===== config.mk =====
export PLATFORM = sky130hd
export DESIGN_NAME = breakpoint_address_table
export DESIGN_NICKNAME = d
export VERILOG_FILES = /design/src/sv/bat_pkg.sv /design/src/sv/bat_ctrl.sv /design/src/sv/bat_dp.sv /design/src/sv/breakpoint_address_table.sv
export SDC_FILE = /design/constraint.sdc
export NUM_CORES = 1
export LEC_CHECK = 0
export BUFFER_PORTS_ARGS = -buffer_cell sky130_fd_sc_hd__buf_4
export CAP_MARGIN = 0
export CORE_MARGIN = 2
export CORE_UTILIZATION = 50
export DETAILED_ROUTE_END_ITERATION = 10
export HOLD_SLACK_MARGIN = 0.02
export PLACE_DENSITY = 0.74
export RECOVER_POWER = 100
export SYNTH_ARGS = -nofsm -noshare
export SYNTH_HDL_FRONTEND = slang
export SYNTH_HIERARCHICAL = 1
export SYNTH_SLANG_ARGS = --single-unit

===== constraint.sdc =====
create_clock -name clk -period 5.1 [get_ports clk]
set_input_delay 0.51 -clock clk [delete_from_list [all_inputs] [get_ports clk]]
set_output_delay 0.51 -clock clk [all_outputs]
set_load 0.01 [all_outputs]

===== src/sv/bat_pkg.sv =====
// ----------------------------------------------------------------------------
// bat_pkg: shared types and constants for the breakpoint address table
// Sizes of the table, command codes and the controller-to-datapath bundle.
// ----------------------------------------------------------------------------
package bat_pkg;

  // table geometry
  localparam int MAX_BP = 16;
  localparam int ADDR_W = 24;
  localparam int CNT_W  = $clog2(MAX_BP + 1);
  localparam int IDX_W  = (MAX_BP > 1) ? $clog2(MAX_BP) : 1;
  localparam int CMD_W  = 3;

  // command codes
  typedef enum logic [CMD_W-1:0] {
    CMD_CHECK  = 3'd0,
    CMD_INSERT = 3'd1,
    CMD_REMOVE = 3'd2,
    CMD_COUNT  = 3'd3,
    CMD_READ   = 3'd4
  } cmd_t;

  // controller commands to the datapath
  typedef struct packed {
    logic load;   // capture the incoming beat
    logic exec;   // run the command, update table and result register
  } dp_ctl_t;

endpackage


===== src/sv/bat_ctrl.sv =====
// ----------------------------------------------------------------------------
// bat_ctrl: command sequencer for the breakpoint address table
// Takes one input beat, runs it through the datapath, holds the result beat.
// ----------------------------------------------------------------------------
module bat_ctrl import bat_pkg::*; (
  input  logic    clk,
  input  logic    rst_n,
  input  logic    in_valid,
  output logic    in_stall,
  output logic    out_valid,
  input  logic    out_stall,
  output dp_ctl_t ctl
);

  typedef enum logic [2:0] {
    S_IDLE = 3'b001,
    S_EXEC = 3'b010,
    S_OUT  = 3'b100
  } state_t;

  state_t state_r, state_nxt;

  // next state
  always_comb begin
    state_nxt = state_r;
    unique case (state_r)
      S_IDLE: begin
        if (in_valid) state_nxt = S_EXEC;
      end
      S_EXEC: begin
        state_nxt = S_OUT;
      end
      S_OUT: begin
        if (!out_stall) state_nxt = S_IDLE;
      end
      default: begin
        state_nxt = S_IDLE;
      end
    endcase
  end

  always_ff @(posedge clk) begin
    if (!rst_n) state_r <= S_IDLE;
    else        state_r <= state_nxt;
  end

  // handshake and datapath strobes
  assign in_stall  = (state_r != S_IDLE);
  assign out_valid = (state_r == S_OUT);
  assign ctl.load  = (state_r == S_IDLE) && in_valid;
  assign ctl.exec  = (state_r == S_EXEC);

endmodule


===== src/sv/bat_dp.sv =====
// ----------------------------------------------------------------------------
// bat_dp: datapath of the breakpoint address table
// Cell array with parallel compare, shift-down on remove, result register.
// ----------------------------------------------------------------------------
module bat_dp import bat_pkg::*; (
  input  logic              clk,
  input  logic              rst_n,
  input  dp_ctl_t           ctl,
  input  logic [CMD_W-1:0]  in_command,
  input  logic [ADDR_W-1:0] in_address,
  output logic              out_found,
  output logic [ADDR_W-1:0] out_entry_value,
  output logic [CNT_W-1:0]  out_entry_count,
  output logic              out_table_full
);

  cmd_t              cmd_r;
  logic [ADDR_W-1:0] addr_r;
  logic [ADDR_W-1:0] mem_r   [MAX_BP];
  logic [ADDR_W-1:0] mem_nxt [MAX_BP];
  logic [CNT_W-1:0]  count_r, count_nxt;
  logic [MAX_BP-1:0] hit;
  logic [MAX_BP-1:0] at_or_after_hit;
  logic              any_hit;
  logic              found_r, found_nxt;
  logic [ADDR_W-1:0] value_r, value_nxt;
  logic [CNT_W-1:0]  cnt_out_r;
  logic              full_r, full_nxt;

  // capture the command beat
  always_ff @(posedge clk) begin
    if (ctl.load) begin
      cmd_r  <= cmd_t'(in_command);
      addr_r <= in_address;
    end
  end

  // parallel compare over the valid cells
  always_comb begin
    for (int k = 0; k < MAX_BP; k++) begin
      hit[k] = (CNT_W'(k) < count_r) && (mem_r[k] == addr_r);
    end
  end

  assign any_hit = |hit;

  // cells at or above the hit move down on remove
  always_comb begin
    at_or_after_hit[0] = hit[0];
    for (int k = 1; k < MAX_BP; k++) begin
      at_or_after_hit[k] = at_or_after_hit[k-1] | hit[k];
    end
  end

  // command execution
  always_comb begin
    mem_nxt   = mem_r;
    count_nxt = count_r;
    found_nxt = 1'b0;
    value_nxt = '0;
    full_nxt  = 1'b0;
    unique case (cmd_r)
      CMD_CHECK: begin
        found_nxt = any_hit;
      end
      CMD_INSERT: begin
        found_nxt = any_hit;
        if (!any_hit) begin
          if (count_r < CNT_W'(MAX_BP)) begin
            for (int k = 0; k < MAX_BP; k++) begin
              if (CNT_W'(k) == count_r) mem_nxt[k] = addr_r;
            end
            count_nxt = count_r + 1'b1;
          end else begin
            full_nxt = 1'b1;
          end
        end
      end
      CMD_REMOVE: begin
        found_nxt = any_hit;
        if (any_hit) begin
          for (int k = 0; k < MAX_BP - 1; k++) begin
            if (at_or_after_hit[k]) mem_nxt[k] = mem_r[k+1];
          end
          count_nxt = count_r - 1'b1;
        end
      end
      CMD_COUNT: begin
      end
      CMD_READ: begin
        // full index compared against the count
        if (addr_r < {{(ADDR_W-CNT_W){1'b0}}, count_r}) begin
          value_nxt = mem_r[addr_r[IDX_W-1:0]];
        end
      end
      default: begin
      end
    endcase
  end

  // table cells, no reset
  always_ff @(posedge clk) begin
    if (ctl.exec) mem_r <= mem_nxt;
  end

  // fill count
  always_ff @(posedge clk) begin
    if (!rst_n)        count_r <= '0;
    else if (ctl.exec) count_r <= count_nxt;
  end

  // result register
  always_ff @(posedge clk) begin
    if (ctl.exec) begin
      found_r   <= found_nxt;
      value_r   <= value_nxt;
      cnt_out_r <= count_nxt;
      full_r    <= full_nxt;
    end
  end

  assign out_found       = found_r;
  assign out_entry_value = value_r;
  assign out_entry_count = cnt_out_r;
  assign out_table_full  = full_r;

endmodule


===== src/sv/breakpoint_address_table.sv =====
// ----------------------------------------------------------------------------
// breakpoint_address_table: top level of the breakpoint address table
// Ordered table of breakpoint addresses with check/insert/remove/count/read.
// ----------------------------------------------------------------------------
//  channel  | handshake           | payload
//  ---------+---------------------+-------------------------------------------
//  input    | in_valid / in_stall | in_command, in_address
//  result   | out_valid/out_stall | out_found, out_entry_value,
//           |                     | out_entry_count, out_table_full
//
//  A command passes accept (idle), execute (compare and table update),
//  present, and waits out any output stall. out_valid rises as the
//  sequencer leaves execute and holds through any output stall.
//  The controller sequence sets this; one command is in flight at a time.
//  Reset (rst_n low, synchronous) empties the table; no clearing pass.
//  in_stall is high from accept until the result beat is taken.
// ----------------------------------------------------------------------------
module breakpoint_address_table import bat_pkg::*; (
  input  logic              clk,
  input  logic              rst_n,
  input  logic              in_valid,
  output logic              in_stall,
  input  logic [CMD_W-1:0]  in_command,
  input  logic [ADDR_W-1:0] in_address,
  output logic              out_valid,
  input  logic              out_stall,
  output logic              out_found,
  output logic [ADDR_W-1:0] out_entry_value,
  output logic [CNT_W-1:0]  out_entry_count,
  output logic              out_table_full
);

  dp_ctl_t ctl;

  // sequencer
  bat_ctrl u_ctrl (
    .clk       (clk),
    .rst_n     (rst_n),
    .in_valid  (in_valid),
    .in_stall  (in_stall),
    .out_valid (out_valid),
    .out_stall (out_stall),
    .ctl       (ctl)
  );

  // table and result datapath
  bat_dp u_dp (
    .clk             (clk),
    .rst_n           (rst_n),
    .ctl             (ctl),
    .in_command      (in_command),
    .in_address      (in_address),
    .out_found       (out_found),
    .out_entry_value (out_entry_value),
    .out_entry_count (out_entry_count),
    .out_table_full  (out_table_full)
  );

endmodule

Word-level counts from Yosys, hierarchy flattened --
Cells that the tools add are included.
Storage, ports and cells: memories 0, memory bits (read-only) 0, bits of input ports 31, logic and storage cells 222, memory bits (writable) 0, bits in registers 450, bits in latches 0
Operators by class: bitwise operators 17, shift operators 0, div/mod/pow operators 0, mux-type cells 46, $add $sub $neg 2, reductions and logical operators 41, $mul 0, eq/ne operators 73, $lt $le $gt $ge 19
Operators with widths (number):
- $mux W24 | 33
- $mux W384 | 2
- $pmux W360 S2 | 1
- $eq A24 B24 Y1 | 16
- $mux W360 | 1
- $reduce_and A7 Y1 | 15
- $bmux W24 S4 | 1
- $ne A2 B1 Y1 const B | 32
- $eq A4 B5 Y1 const A | 8
- $lt A4 B5 Y1 const A | 8
- $lt A24 B5 Y1 | 1
- $eq A3 B5 Y1 const A | 4
- $lt A3 B5 Y1 const A | 4
- $logic_and A1 B1 Y1 | 17
- $reduce_or A17 Y1 | 1
- $reduce_or A16 Y1 | 1
- $mux W5 | 3
- $or A1 B1 Y1 | 14
- $eq A2 B5 Y1 const A | 2
- $lt A1 B5 Y1 const A | 2
- $lt A2 B5 Y1 const A | 2
- $pmux W5 S2 | 1
- $pmux W3 S3 | 1
- $eq A3 B1 Y1 const B | 2
- 19 further kinds | 26

Longest topological paths before layout --
Gate-level depths: netlist of the first run.
depth in word-level cells 19, depth in mapped cells 15, gate-level depth less buffers 10

By module --
Netlist of the first run, hierarchy kept.
Modules (own cells, without submodules):
- bat_dp | cells an instance 2048, area each 27103.5 um2, times used 1
- bat_ctrl | cells an instance 14, area each 161.4 um2, times used 1

Worst setup path before layout of the first run --
Ideal clock, no wire load.
path kind register to register, start register u_dp.count_r[1], end register u_dp/mem_r[144] in the netlist's numbering (enable), stages on the path, launching flop included 13, arrival 4.172 ns, slack 0.493 ns, buffers on the path 2, data required time 4.665 ns, path through dfxtp_1 > clkbuf_1 > clkbuf_1 > inv_1 > ha_1 > o21bai_1 > nand2_1 > nand4_1 > o22ai_1 > nor4_2 > a31oi_4 > o21ai_4 > nor3_1
Between the ends: longest elaborated chain between the ends 13, elaborated cells on any way between the ends 50, those cells by class order compare: 17; eq/ne: 6; bitwise: 9; reduce/logical: 18
RTL lines:
- start: declaration | line bat_dp.sv:21 | logic [CNT_W-1:0] count_r, count_nxt;
- start signal: assignment | line bat_dp.sv:109 | else if (ctl.exec) count_r <= count_nxt;
- $lt A1 B5 Y1 | line bat_dp.sv:41 | hit[k] = (CNT_W'(k) < count_r) && (mem_r[k] == addr_r);
- $logic_and A1 B1 Y1 | line bat_dp.sv:41
- $or A1 B1 Y1 (9 in a row) | line bat_dp.sv:51 | at_or_after_hit[k] = at_or_after_hit[k-1] | hit[k];
- $ne A2 B1 Y1 (no line)
- $reduce_and A7 Y1 (no line) (*)
- end signal: assignment | line bat_dp.sv:103 | if (ctl.exec) mem_r <= mem_nxt;
- end: declaration | line bat_dp.sv:19 | logic [ADDR_W-1:0] mem_r [MAX_BP];
Every way passes the cells marked *; elsewhere a longest branch is shown, timed or not. A chain may end at the register's enable or synchronous reset.

Final worst setup path of the first run --
start register u_dp.addr_r[2], end register u_dp/mem_r[104] in the netlist's numbering (enable)
Between the ends: longest elaborated chain between the ends 15, elaborated cells on any way between the ends 48, those cells by class eq/ne: 19; bitwise: 11; reduce/logical: 18
RTL lines:
- start: declaration | line bat_dp.sv:18 | logic [ADDR_W-1:0] addr_r;
- start signal: assignment | line bat_dp.sv:34 | addr_r <= in_address;
- $eq A24 B24 Y1 | line bat_dp.sv:41
- $logic_and A1 B1 Y1 | line bat_dp.sv:41
- $or A1 B1 Y1 (11 in a row) | line bat_dp.sv:51
- $ne A2 B1 Y1 (no line)
- $reduce_and A7 Y1 (no line) (*)
Marks and branches as above.

==> results of run 1 <==
[critical path, delay by kind of cell, from the launching register on]
| family | cells | cell delay [ps] |
|---|---|---|
| and+or+nand+nor | 4 | 900 |
| xor gates and xnor gates | 1 | 380 |
| buffers and inverters | 2 | 1510 |
| AOI/OAI and AO/OA | 3 | 1010 |
| DFF | 1 | 740 |
[routing by layer]
metal  up-vias  part of all wire  track usage
li1       8265                 -            -
met5         -           0.00026            0
met3       300             0.096      0.05714
met4         4             0.084       0.2550
met2      1511              0.45       0.5462
met1     10131              0.37       0.4752
[synth_stat cells (6+ instances only)]
master	n
sky130_fd_sc_hd__nand3_1	27
sky130_fd_sc_hd__nand4_1	60
sky130_fd_sc_hd__buf_4	42
sky130_fd_sc_hd__a31oi_1	12
sky130_fd_sc_hd__buf_6	23
sky130_fd_sc_hd__ha_1	10
sky130_fd_sc_hd__nor4_1	115
sky130_fd_sc_hd__nor2_1	52
sky130_fd_sc_hd__nor4b_1	12
sky130_fd_sc_hd__a211oi_1	7
sky130_fd_sc_hd__nand2_1	37
sky130_fd_sc_hd__a21o_1	18
sky130_fd_sc_hd__edfxtp_1	442
sky130_fd_sc_hd__buf_1	7
sky130_fd_sc_hd__and2_1	6
sky130_fd_sc_hd__nor2b_1	36
sky130_fd_sc_hd__clkbuf_1	86
sky130_fd_sc_hd__xor2_1	287
sky130_fd_sc_hd__or4_1	6
sky130_fd_sc_hd__dfxtp_1	8
sky130_fd_sc_hd__buf_2	57
sky130_fd_sc_hd__nor3_1	29
sky130_fd_sc_hd__o22ai_1	8
sky130_fd_sc_hd__a21oi_1	14
sky130_fd_sc_hd__a22o_1	345
sky130_fd_sc_hd__xnor2_1	104
sky130_fd_sc_hd__mux4_2	120
sky130_fd_sc_hd__nand4b_1	7
[flip-flops by register name, summed over array words and instances (netlist names)]
signal / count
u_dp/mem_r: 384
u_dp/addr_r: 24
u_dp/out_entry_value: 24
u_dp/count_r: 5
u_dp/out_entry_count: 5
u_ctrl/state_r: 3
u_dp/cmd_r: 3
u_dp/out_found: 1
u_dp/out_table_full: 1
[cell type report]
class	instances	area (µm²)
timing repair buffer	185	1235
fill	4394	23930
sequential	450	13430
tap	696	870.8
multi-input combinational	1392	12650
clock buffer	66	1394
clock inverter	27	284.0
inverter	5	18.77
[placed cells by master (no fill, tap or decap), types with 36 or more instances in the layout]
cell type	Yosys	layout
sky130_fd_sc_hd__edfxtp_1	442	442
sky130_fd_sc_hd__a22o_1	345	345
sky130_fd_sc_hd__xor2_1	287	287
sky130_fd_sc_hd__mux4_2	120	120
sky130_fd_sc_hd__nor4_1	115	115
sky130_fd_sc_hd__xnor2_1	104	104
sky130_fd_sc_hd__buf_4	42	80
sky130_fd_sc_hd__clkbuf_1	86	73
sky130_fd_sc_hd__nand4_1	60	60
sky130_fd_sc_hd__clkbuf_16	0	52
sky130_fd_sc_hd__nor2_1	52	52
sky130_fd_sc_hd__nand2_1	37	37
sky130_fd_sc_hd__nor2b_1	36	36
[power by group through the flow]
stage | registers [mW] | logic [mW] | clock network [mW]
4_1_cts | 4.21 | 1.25 | 3.79
6_report | 4.21 | 1.25 | 3.75
5_1_grt | 4.21 | 1.30 | 3.93
3_5_place_dp | 4.29 | 1.24 | 0
2_1_floorplan | 4.22 | 0.879 | 0
3_3_place_gp | 4.28 | 1.23 | 0
[per-stage QoR]
stage	utilization	hold slack [ps]	setup WS (ps)	power, mW
after global routing	0.5553	75.22	110.7	9.438
after detailed placement	0.5312	549.0	485.8	5.527
after CTS	0.5624	37.88	447.3	9.246
after floorplan	-	420.6	493.1	5.101
final	0.5553	81.98	143.4	9.217
after global placement	0.5312	512.7	525.0	5.512
[cells by family after synthesis]
kind of cell | after synthesis | share of synthesized area
buffers and inverters | 220 | 0.04502
DFF | 450 | 0.4927
AOI/OAI and AO/OA | 432 | 0.1357
muxes | 126 | 0.1014
and+or+nand+nor | 433 | 0.09504
adders and majority gates | 10 | 0.004589
xor gates and xnor gates | 391 | 0.1256
[worst paths after layout]
path                                  start                             end  cells after the start
min                          in_address[18]       u_dp/addr_r[18]$_DFFE_PP_                      1
max                u_dp/addr_r[2]$_DFFE_PP_       u_dp/mem_r[104]$_DFFE_PP_                     10
max reg2reg        u_dp/addr_r[2]$_DFFE_PP_       u_dp/mem_r[104]$_DFFE_PP_                     10
min reg2reg  u_ctrl/state_r[1]$_SDFFE_PN0P_  u_ctrl/state_r[2]$_SDFFE_PN0P_                      2
==> summary.md, run 1 <==
| Metric | Value |
|---|---|
| Outcome | `complete, but fails checks` |
| Violated checks | `max-capacitance violations, max-slew violations` |
| DRC violation count after routing | `0` |
| Crit path capture type | `flop` |
| Final antenna diode count | `0` |
| Transition time at the pin with the least slew margin | `2575 ps` |
| Final Routed Wirelength | `101,900 µm` |
| Wire length of the first global-routing pass | `143,100 µm` |
| Number of cell rows | `85` |
| Type of the worst setup path | `flop to flop` |
| TritonCTS sink count | `450` |
| Buffers inserted by post-CTS timing repair | `0` |
| DRT iter0 DRCs | `3,011` |
| Design internal power | `6.816 mW` |
| Final hold viol count | `0` |
| Mean instance size in the synthesized netlist | `13.22 µm²` |
| Area share of the largest cell type after synthesis | `0.4868` |
| CP Data Required Time | `5340 ps` |
| Post-Synthesis Net Count | `2,103` |
| Share of layout cells above drive strength 1 | `0.1619` |
| Via count of the first global-routing pass | `19,225` |
| Sum of net half-perimeters after detailed placement | `75,670 µm` |
| Delay of the slowest cell on the worst path | `770 ps` |
| Async SR Flop Fraction | `0` |
| Final setup violation count | `0` |
| Number of nets in the finished design | `2,126` |
| Proportion of power drawn by combinational gates | `0.136` |
| Ratio of final minimum period to clock period | `0.9719` |
| Tmin final | `4957 ps` |
| Setup slack of the worst register-to-register path | `140 ps` |
| Synthesized instance count | `2,062` |
| Area Overhead vs Synth | `9.600%` |
| CTS Buf Count | `51` |
| Total routing resource utilization after global routing | `0.3599` |
| Number of synthesized flops with an enable pin | `442` |
| Count of yosys warnings during synthesis | `6` |
| Area of the die | `56,410 µm²` |
| Maximum frequency from static timing analysis | `201.8 MHz` |
| Quantity of I/O buffers inserted on ports | `63` |
| Clock Path Buffers | `3` |
| Cell type with the largest total area after synthesis | `sky130_fd_sc_hd__edfxtp_1` |
| Cell types with the largest area share after synthesis | `sky130_fd_sc_hd__edfxtp_1 (49%), sky130_fd_sc_hd__a22o_1 (11%), sky130_fd_sc_hd__mux4_2 (9.9%)` |
| Number of gates resized after CTS | `0` |
| Number of distinct library cells after synthesis | `71` |
| Via count | `20,211` |
| Largest net degree at the start of global routing | `183` |
| Standard cell core area | `53,810 µm²` |
| Number of antenna violations at the first check in global routing | `4` |
| Die outline height | `237.5 µm` |
| CTS tree | `done` |
| Critical path cell sequence | `clkbuf_1 > xor2_1 > nor4_1 > nand3_1 > o2bb2ai_1 > nor2_1 > a31oi_4 > o21ai_4 > nor3_2 > clkbuf_2` |
| Max-Slew Margin vs Limit | `-0.7165` |
| Sum Neg Setup Slack | `0 ps` |
| Switch Pwr | `2.401 mW` |
| Worst ir drop on vdd | `0.0003113 V` |
| Boundary pin count | `64` |
| Design area | `29,880 µm²` |
| Placed cell count | `2,728` |
| Launching element type of the critical path | `flop` |
| Post-Layout Cell Count | `2,821` |
| Post-synth top flop | `sky130_fd_sc_hd__edfxtp_1` |
| DRT antenna net count | `0` |
| Pwr per Cell Area | `308.4 nW/µm²` |
| Detail-routed net length per standard cell | `36.14 µm` |
| Worst Path Max Fanout | `24` |
| Pins Over Slew Limit | `102` |
| Global route total overflow | `0` |
| Total of flip-flops plus latches after synthesis | `450` |
| Clock root buffer master | `sky130_fd_sc_hd__clkbuf_16` |
| Post-detailed-placement cell area | `28,590 µm²` |
| Crit-path slowest cell | `sky130_fd_sc_hd__clkbuf_2` |
| Arrival time reported for the critical path endpoint | `5190 ps` |
| Syn Std Cell Area | `27,260 µm²` |
| Path type of the worst min-delay path | `primary input to flop` |
| Portion of the post-synthesis area used by sequential elements | `0.4927` |
| Unrepaired setup endpoints after global routing | `no` |
| Htree depth | `2` |
| GP Congestion | `1.043` |
| CTS clk-pin slew, worst paths | `60 ps` |
| Proportion of total power due to net switching | `0.2605` |
| Leak pwr | `10.45 nW` |
| Part of the power in the clock network | `0.407` |
| Die span in x | `237.5 µm` |
| Hold_buf cts | `0` |
| Reg power frac | `0.457` |
| Clock insertion delay at the later pin of the skew report | `620 ps` |
| Post-DR vias/cell | `7.164` |
| Detailed Routing Iterations Pass 1 | `5` |
| Clock skew | `29.05 ps` |
| Starting density of the core | `0.5066` |
| Max Cap Violations | `3` |
Note: power is estimated with default switching activity, not from simulation.
==> run 2, diff against run 1 <==
Clock period 5.1 ns to 4.7 ns, I/O delays scaled along.
==> summary.md, run 2 (synthesis gave the netlist of run 1 again) <==
| Metric | Value |
|---|---|
| Flip-flop count of the largest register, all copies and words added | `384 (unchanged)` |
| Clock skew | `23.04 ps (-6.014 ps)` |
| Transition time at the pin with the least slew margin | `1839 ps (-735.3 ps)` |
| Wire length of the first global-routing pass | `143,000 µm (about the same)` |
| Unrepaired setup endpoints after global routing | `no` |
| Boundary pin count | `64 (unchanged)` |
| Proportion of power drawn by combinational gates | `0.135 (about the same)` |
| Most frequent standard cell in the layout excluding fill and tap cells | `sky130_fd_sc_hd__edfxtp_1` |
| Part of the power in the clock network | `0.419 (+0.012)` |
| Post-route total power | `10.24 mW (+11%)` |
| DRT iter0 DRCs | `3,335 (+11%)` |
| Number of cell rows | `85 (unchanged)` |
| Most frequent cells in the layout | `sky130_fd_sc_hd__edfxtp_1 (442), sky130_fd_sc_hd__a22o_1 (345), sky130_fd_sc_hd__xor2_1 (287), sky130_fd_sc_hd__mux4_2 (120), sky130_fd_sc_hd__nor4_1 (114)` |
| Pwr per Cell Area | `336.2 nW/µm² (+9.0%)` |
| Maximum frequency from static timing analysis | `227.7 MHz (+13%)` |
| Switch Pwr | `2.608 mW (+8.6%)` |
| Ratio of final minimum period to clock period | `0.9343 (-0.03757)` |
| Worst ir drop on vdd | `0.0003490 V (+12%)` |
| Number of antenna violations at the first check in global routing | `5 (+1)` |
| Clock root buffer master | `sky130_fd_sc_hd__clkbuf_16` |
| Final-layout worst hold slack | `57.41 ps (-24.57 ps)` |
| TritonCTS sink count | `450 (unchanged)` |
| Path type of the worst min-delay path | `primary input to flop` |
| Via count | `20,339 (+0.63%)` |
| Setup slack of the worst register-to-register path | `310 ps (+170 ps)` |
| Reg power frac | `0.446 (-0.011)` |
| Violated checks | `max-capacitance violations, max-slew violations` |
| Area Overhead vs Synth | `11.71%` |
| DRC violation count after routing | `0 (unchanged)` |
| Number of gates resized after CTS | `0 (unchanged)` |
| Capturing instance or port of the critical path | `u_dp/mem_r[374]$_DFFE_PP_` |
| Clock Path Buffers | `3 (unchanged)` |
| DRT antenna net count | `0 (unchanged)` |
| Detailed Routing Iterations Pass 1 | `6 (+1)` |
| Leak pwr | `10.67 nW (+2.1%)` |
| Type of the worst setup path | `flop to flop` |
| Worst slack at placement | `555.4 ps (+69.60 ps)` |
| Arrival time reported for the critical path endpoint | `4680 ps (-510 ps)` |
| Largest reg by FF count | `u_dp/mem_r` |
| Worst Path Max Fanout | `24 (unchanged)` |
| Worst-case reg-to-reg path depth | `11 (+1)` |
| Tmin final | `4391 ps (-565.3 ps)` |
| Crit path capture type | `flop` |
| Sum of net half-perimeters after detailed placement | `76,630 µm (+1.3%)` |
| Hold_buf cts | `0 (unchanged)` |
| Share of layout cells above drive strength 1 | `0.1734 (+0.01150)` |
| Buffers inserted by post-CTS timing repair | `0 (unchanged)` |
| CP Data Required Time | `4990 ps (-350 ps)` |
| Global route total overflow | `0 (unchanged)` |
| Launching element type of the critical path | `flop` |
| Final setup violation count | `0 (unchanged)` |
| Quantity of I/O buffers inserted on ports | `63 (unchanged)` |
| CTS tree | `done` |
| Die outline height | `237.5 µm (unchanged)` |
| Die span in x | `237.5 µm (unchanged)` |
| CTS Buf Count | `50 (-2.0%)` |
| Final setup margin | `308.7 ps (+165.3 ps)` |
| Post-DR vias/cell | `7.182 (+0.24%)` |
| Pins Over Slew Limit | `30 (-71%)` |
| Largest net degree at the start of global routing | `145 (-21%)` |
| Total routing resource utilization after global routing | `0.3577 (-0.002176)` |
| Number of nets in the finished design | `2,134 (+0.38%)` |
| R2r startpoint | `u_dp/addr_r[16]$_DFFE_PP_` |
| Htree depth | `2 (unchanged)` |
| Worst flop-to-flop path endpoint | `u_dp/mem_r[374]$_DFFE_PP_` |
| Clock insertion delay at the later pin of the skew report | `610 ps (about the same)` |
| Outcome | `complete, but fails checks` |
| CTS clk-pin slew, worst paths | `60 ps (about the same)` |
| Standard cell core area | `53,810 µm² (unchanged)` |
| Proportion of total power due to net switching | `0.2547 (-0.005839)` |
| Area of the die | `56,410 µm² (unchanged)` |
| Via count of the first global-routing pass | `19,501 (+1.4%)` |
| Detail-routed net length per standard cell | `35.81 µm (-0.91%)` |
| GP Congestion | `1.065 (+2.2%)` |
| Sum Neg Setup Slack | `0 ps (unchanged)` |
| Starting density of the core | `0.5066 (unchanged)` |
| Design internal power | `7.632 mW (+12%)` |
| Final hold viol count | `0 (unchanged)` |
| Max Cap Violations | `1 (-2)` |
| Worst setup path start | `u_dp/addr_r[16]$_DFFE_PP_` |
| Max-Slew Margin vs Limit | `-0.2263 (+0.4902)` |
| Final Routed Wirelength | `101,400 µm (-0.53%)` |
## run 2: layout make-up
class,instances,area (µm²)
multi-input combinational,1392,12680
timing repair buffer,194,1674
tap,696,870.8
sequential,450,13430
clock inverter,36,474.2
fill,4432,23360
antenna,2,5.005
inverter,5,18.77
clock buffer,57,1299
## run 2: how the worst min path moves through the flow
stage | start | to | slack [ps] | depth (start not counted)
floorplan | u_dp/addr_r[10]$_DFFE_PP_ | u_dp/mem_r[10]$_DFFE_PP_ | 420 | 0
global placement | u_ctrl/state_r[1]$_SDFFE_PN0P_ | u_ctrl/state_r[2]$_SDFFE_PN0P_ | 510 | 2
detailed placement | u_ctrl/state_r[1]$_SDFFE_PN0P_ | u_ctrl/state_r[2]$_SDFFE_PN0P_ | 530 | 2
CTS | in_address[12] | u_dp/addr_r[12]$_DFFE_PP_ | 20 | 1
global route | in_address[8] | u_dp/addr_r[8]$_DFFE_PP_ | 50 | 1
finish | in_address[11] | u_dp/addr_r[11]$_DFFE_PP_ | 60 | 1
## run 2: through the flow
stage | util | cells | area (µm²)
after floorplan | - | 2062 | 27260
after global placement | 0.5379 | 2737 | 28940
after detailed placement | 0.5379 | 2737 | 28940
after CTS | 0.5708 | 2830 | 30720
after global routing | 0.5659 | 2830 | 30450
final | 0.5660 | 2832 | 30460
## run 2: power groups by stage
| stage | clock (mW) | combinational [mW] | sequential, mW |
|---|---|---|---|
| floorplan | 0 | 0.954 | 4.58 |
| global placement | 0 | 1.35 | 4.65 |
| detailed placement | 0 | 1.36 | 4.65 |
| CTS | 4.32 | 1.37 | 4.57 |
| global route | 4.48 | 1.43 | 4.57 |
| finish | 4.29 | 1.38 | 4.57 |
## run 2: metal layers
metal | up-vias | routed length [µm] | global-route usage
li1 | 8306 | - | -
met1 | 10198 | 36750 | 0.4654
met2 | 1541 | 47060 | 0.5651
met3 | 290 | 10460 | 0.06318
met4 | 4 | 7110 | 0.2119
met5 | - | 23 | 0
## run 2: worst max-delay path, stage by stage, from the launching register on
cell,delay [ps]
sky130_fd_sc_hd__edfxtp_1,620
sky130_fd_sc_hd__clkbuf_1,860
sky130_fd_sc_hd__xnor2_1,280
sky130_fd_sc_hd__nand4_1,150
sky130_fd_sc_hd__nor4_1,510
sky130_fd_sc_hd__o2bb2ai_1,340
sky130_fd_sc_hd__nor2_1,220
sky130_fd_sc_hd__a31oi_4,240
sky130_fd_sc_hd__o21ai_4,100
sky130_fd_sc_hd__buf_4,220
sky130_fd_sc_hd__a21oi_1,230
sky130_fd_sc_hd__buf_12,260
==> run 3, diff against run 2 <==
Settings changed: SYNTH_HIERARCHICAL 1 to unset.
==> summary.md, run 3 <==
| Metric | Value |
|---|---|
| Async SR Flop Fraction | `0 (unchanged)` |
| Number of synthesized flops with an enable pin | `442 (unchanged)` |
| Via count | `17,369 (-15%)` |
| Arrival time reported for the critical path endpoint | `4980 ps (+300 ps)` |
| Hold_buf cts | `0 (unchanged)` |
| CTS clk-pin slew, worst paths | `60 ps (about the same)` |
| Clock root buffer master | `sky130_fd_sc_hd__clkbuf_16` |
| Detail-routed net length per standard cell | `32.75 µm (-8.6%)` |
| Launching element type of the critical path | `flop` |
| Sum Neg Setup Slack | `0 ps (unchanged)` |
| DR top layer | `met4` |
| Area share of the largest cell type after synthesis | `0.5168 (+0.02998)` |
| Sum of buffers and inverters on the critical path | `2 (-1)` |
| CP Data Required Time | `4990 ps (about the same)` |
| Transition time at the pin with the least slew margin | `2599 ps (+759.7 ps)` |
| Count of yosys warnings during synthesis | `0 (-6)` |
| Clock skew | `16.47 ps (-6.568 ps)` |
| Quantity of I/O buffers inserted on ports | `63 (unchanged)` |
| Wire length of the first global-routing pass | `121,700 µm (-15%)` |
| Share of layout cells above drive strength 1 | `0.1723 (-0.001077)` |
| Most frequent cells in the layout | `sky130_fd_sc_hd__edfxtp_1 (442), sky130_fd_sc_hd__a21o_1 (362), sky130_fd_sc_hd__xor2_1 (214), sky130_fd_sc_hd__xnor2_1 (172), sky130_fd_sc_hd__mux4_2 (120)` |
| Number of nets in the finished design | `1,921 (-10%)` |
| Number of antenna violations at the first check in global routing | `6 (+1)` |
| Synthesized instance count | `1,854 (-10%)` |
| Area Overhead vs Synth | `10.24%` |
| Via count of the first global-routing pass | `16,846 (-14%)` |
| Type of the worst setup path | `flop to flop` |
| Starting density of the core | `0.5027 (-0.003980)` |
| DRT antenna net count | `0 (unchanged)` |
| CTS tree | `done` |
| Most frequent cell after synthesis | `sky130_fd_sc_hd__edfxtp_1` |
| Mean instance size in the synthesized netlist | `13.85 µm² (+4.8%)` |
| Max-Slew Margin vs Limit | `-0.7392 (-0.5129)` |
| Post-Synthesis Net Count | `1,895 (-9.9%)` |
| Worst flop-to-flop path endpoint | `u_dp.mem_r[13]$_DFFE_PP_` |
| CTS Buf Count | `50 (unchanged)` |
| Worst-case reg-to-reg path depth | `10 (-1)` |
| Standard cell core area | `51,090 µm² (-5.1%)` |
| Die span in x | `230.6 µm (-2.9%)` |
| Buffers inserted by post-CTS timing repair | `0 (unchanged)` |
| Final-layout worst hold slack | `62.77 ps (+5.366 ps)` |
| DRT iter0 DRCs | `2,714 (-19%)` |
| Unrepaired setup endpoints after global routing | `no` |
| Portion of the post-synthesis area used by sequential elements | `0.5230 (+0.03034)` |
| Post-synth top flop | `sky130_fd_sc_hd__edfxtp_1` |
| Post-Layout Cell Count | `2,602 (-8.1%)` |
| Number of gates resized after CTS | `0 (unchanged)` |
| Flip-flop count of the largest register, all copies and words added | `384 (unchanged)` |
| Post-route total power | `9.890 mW (-3.4%)` |
| Htree depth | `2 (unchanged)` |
| Ratio of final minimum period to clock period | `0.9986 (+0.06433)` |
| TritonCTS sink count | `450 (unchanged)` |
| GP Congestion | `1.058 (-0.69%)` |
| Kind of cell adding the most delay to the critical path | `simple AND/OR/NAND/NOR gates` |
| Worst ir drop on vdd | `0.0002527 V (-28%)` |
| Tmin final | `4694 ps (+302.3 ps)` |
| Final hold viol count | `0 (unchanged)` |
| Final setup violation count | `0 (unchanged)` |
| Clock Path Buffers | `3 (unchanged)` |
| Detailed Routing Iterations Pass 1 | `7 (+1)` |
| Syn Std Cell Area | `25,680 µm² (-5.8%)` |
| Pwr per Cell Area | `349.3 nW/µm² (+3.9%)` |
| Area of the die | `53,190 µm² (-5.7%)` |
| Die outline height | `230.6 µm (-2.9%)` |
| Largest reg by FF count | `u_dp.mem_r` |
| Path type of the worst min-delay path | `primary input to flop` |
| Crit-path slowest cell | `sky130_fd_sc_hd__nor2_1` |
| Clock insertion delay at the later pin of the skew report | `610 ps (about the same)` |
| Sum of net half-perimeters after detailed placement | `61,860 µm (-19%)` |
| Worst Hold Path Cells | `1 (unchanged)` |
| Violated checks | `max-capacitance violations, max-slew violations` |
| Boundary pin count | `64 (unchanged)` |
| Most frequent standard cell in the layout excluding fill and tap cells | `sky130_fd_sc_hd__edfxtp_1` |
| Largest net degree at the start of global routing | `237 (+63%)` |
| Worst Path Max Fanout | `24 (unchanged)` |
| Setup slack of the worst register-to-register path | `6 ps (-300 ps)` |
| DRC violation count after routing | `0 (unchanged)` |
| Fraction of the core area covered by cells at the end of the flow | `0.5541 (-0.01184)` |
| Hold endpoint | `u_dp.addr_r[9]$_DFFE_PP_` |
| Max Cap Violations | `3 (+2)` |
| R2r startpoint | `u_dp.count_r[0]$_SDFFE_PN0P_` |
| Total of flip-flops plus latches after synthesis | `450 (unchanged)` |
| Crit path capture type | `flop` |
| Cell types with the largest area share after synthesis | `sky130_fd_sc_hd__edfxtp_1 (52%), sky130_fd_sc_hd__a21o_1 (11%), sky130_fd_sc_hd__mux4_2 (11%)` |
| HP Start | `in_address[9]` |
| WL met2 | `38,390 µm (-18%)` |
| Met1 wire length | `31,800 µm (-13%)` |
| Maximum frequency from static timing analysis | `213.1 MHz (-6.4%)` |
| Outcome | `complete, but fails checks` |
| Number of distinct library cells after synthesis | `59 (-17%)` |
| Final Routed Wirelength | `85,200 µm (-16%)` |
| Metal3 WL | `9178 µm (-12%)` |
| Leading post-synthesis cells by instance count | `sky130_fd_sc_hd__edfxtp_1 (442), sky130_fd_sc_hd__a21o_1 (362), sky130_fd_sc_hd__xor2_1 (214)` |
| Delay of the slowest cell on the worst path | `810 ps (-50 ps)` |
| Post-DR vias/cell | `6.675 (-7.1%)` |
| Number of cell rows | `83 (-2.4%)` |
| Pins Over Slew Limit | `79 (+160%)` |
| Leak pwr | `10.88 nW (+2.0%)` |
| Total routing resource utilization after global routing | `0.3207 (-0.03695)` |
| Critical path cell sequence | `nor2_1 > o21ai_0 > nand4_1 > a2bb2oi_1 > nand3b_1 > nor4_4 > buf_4 > nand3_1 > nor4_1 > buf_12` |
| Number of inserted filler cells in the final layout | `4,185 (-5.6%)` |
| Global route total overflow | `0 (unchanged)` |
| Cell type with the largest total area after synthesis | `sky130_fd_sc_hd__edfxtp_1` |
| Placed cell count | `2,508 (-8.4%)` |
[run 3: cell count changes in the layout (fill, tap and decap cells not counted), moves of 11 or more]
cell,before,now
sky130_fd_sc_hd__a21o_1,18,362
sky130_fd_sc_hd__a22o_1,345,1
sky130_fd_sc_hd__xor2_1,287,214
sky130_fd_sc_hd__xnor2_1,104,172
sky130_fd_sc_hd__nor4_1,114,61
sky130_fd_sc_hd__nor2_1,52,16
sky130_fd_sc_hd__buf_4,80,47
sky130_fd_sc_hd__and2_1,5,24
sky130_fd_sc_hd__buf_12,34,15
sky130_fd_sc_hd__nand2_1,37,20
sky130_fd_sc_hd__nand3_1,27,14
sky130_fd_sc_hd__nand4_1,60,48
sky130_fd_sc_hd__nor4b_1,12,1
[run 3: per-stage QoR]
stage	area (µm²)	setup slack, ps
floorplan	25690	-19.61
global placement	26940	313.6
detailed placement	26940	276.9
CTS	28680	247.6
global route	28310	29.11
finish	28310	6.410
[run 3: worst max-delay path by stage]
stage / from / end / slack [ps] / cells after the start
floorplan: u_dp.addr_r[2]$_DFFE_PP_ / u_dp.mem_r[192]$_DFFE_PP_ / -20 / 12
global placement: u_dp.addr_r[2]$_DFFE_PP_ / u_dp.mem_r[39]$_DFFE_PP_ / 310 / 11
detailed placement: u_dp.addr_r[2]$_DFFE_PP_ / u_dp.mem_r[306]$_DFFE_PP_ / 280 / 11
CTS: u_dp.addr_r[2]$_DFFE_PP_ / u_dp.mem_r[306]$_DFFE_PP_ / 250 / 11
global route: u_dp.addr_r[21]$_DFFE_PP_ / u_dp.mem_r[13]$_DFFE_PP_ / 30 / 11
finish: u_dp.count_r[0]$_SDFFE_PN0P_ / u_dp.mem_r[13]$_DFFE_PP_ / 6 / 10
[run 3: final cells by class]
| type | count | area, µm² | area share |
|---|---|---|---|
| Antenna cell | 1 | 2.502 | 0.00008838 |
| Clock buffer | 63 | 1404 | 0.04958 |
| Clock inverter | 30 | 331.6 | 0.01171 |
| Inverter | 8 | 30.03 | 0.001061 |
| Multi-Input combinational cell | 1213 | 11100 | 0.3921 |
| Sequential cell | 450 | 13430 | 0.4744 |
| Tap cell | 680 | 850.8 | 0.03005 |
| Timing Repair Buffer | 157 | 1160 | 0.04097 |
[run 3: per-layer routing]
layer | global-route usage | up-vias
li1 | - | 7082
met1 | 0.4333 | 8781
met2 | 0.4878 | 1280
met3 | 0.06102 | 226
met4 | 0.1843 | 0
met5 | 0 | -
[run 3: logic make-up (layout without fill, tap and decap cells)]
| group | Yosys count | in the layout | share of synthesized area |
|---|---|---|---|
| other | 0 | 1 | 0 |
| adder cells (fa/ha/maj) | 10 | 10 | 0.004872 |
| AND/OR/NAND/NOR | 262 | 262 | 0.06085 |
| flip-flops | 450 | 450 | 0.5230 |
| multiplexers | 127 | 127 | 0.1080 |
| AO/OA/AOI/OAI | 428 | 428 | 0.1239 |
| buffers and inverters | 191 | 258 | 0.04769 |
| XOR/XNOR | 386 | 386 | 0.1316 |
[run 3: power breakdown]
| part | switching (mW) | internal, mW |
|---|---|---|
| Sequential | 0.0889 | 4.47 |
| Clock | 1.69 | 2.49 |
| Combinational | 0.662 | 0.479 |
| Total | 2.44 | 7.45 |
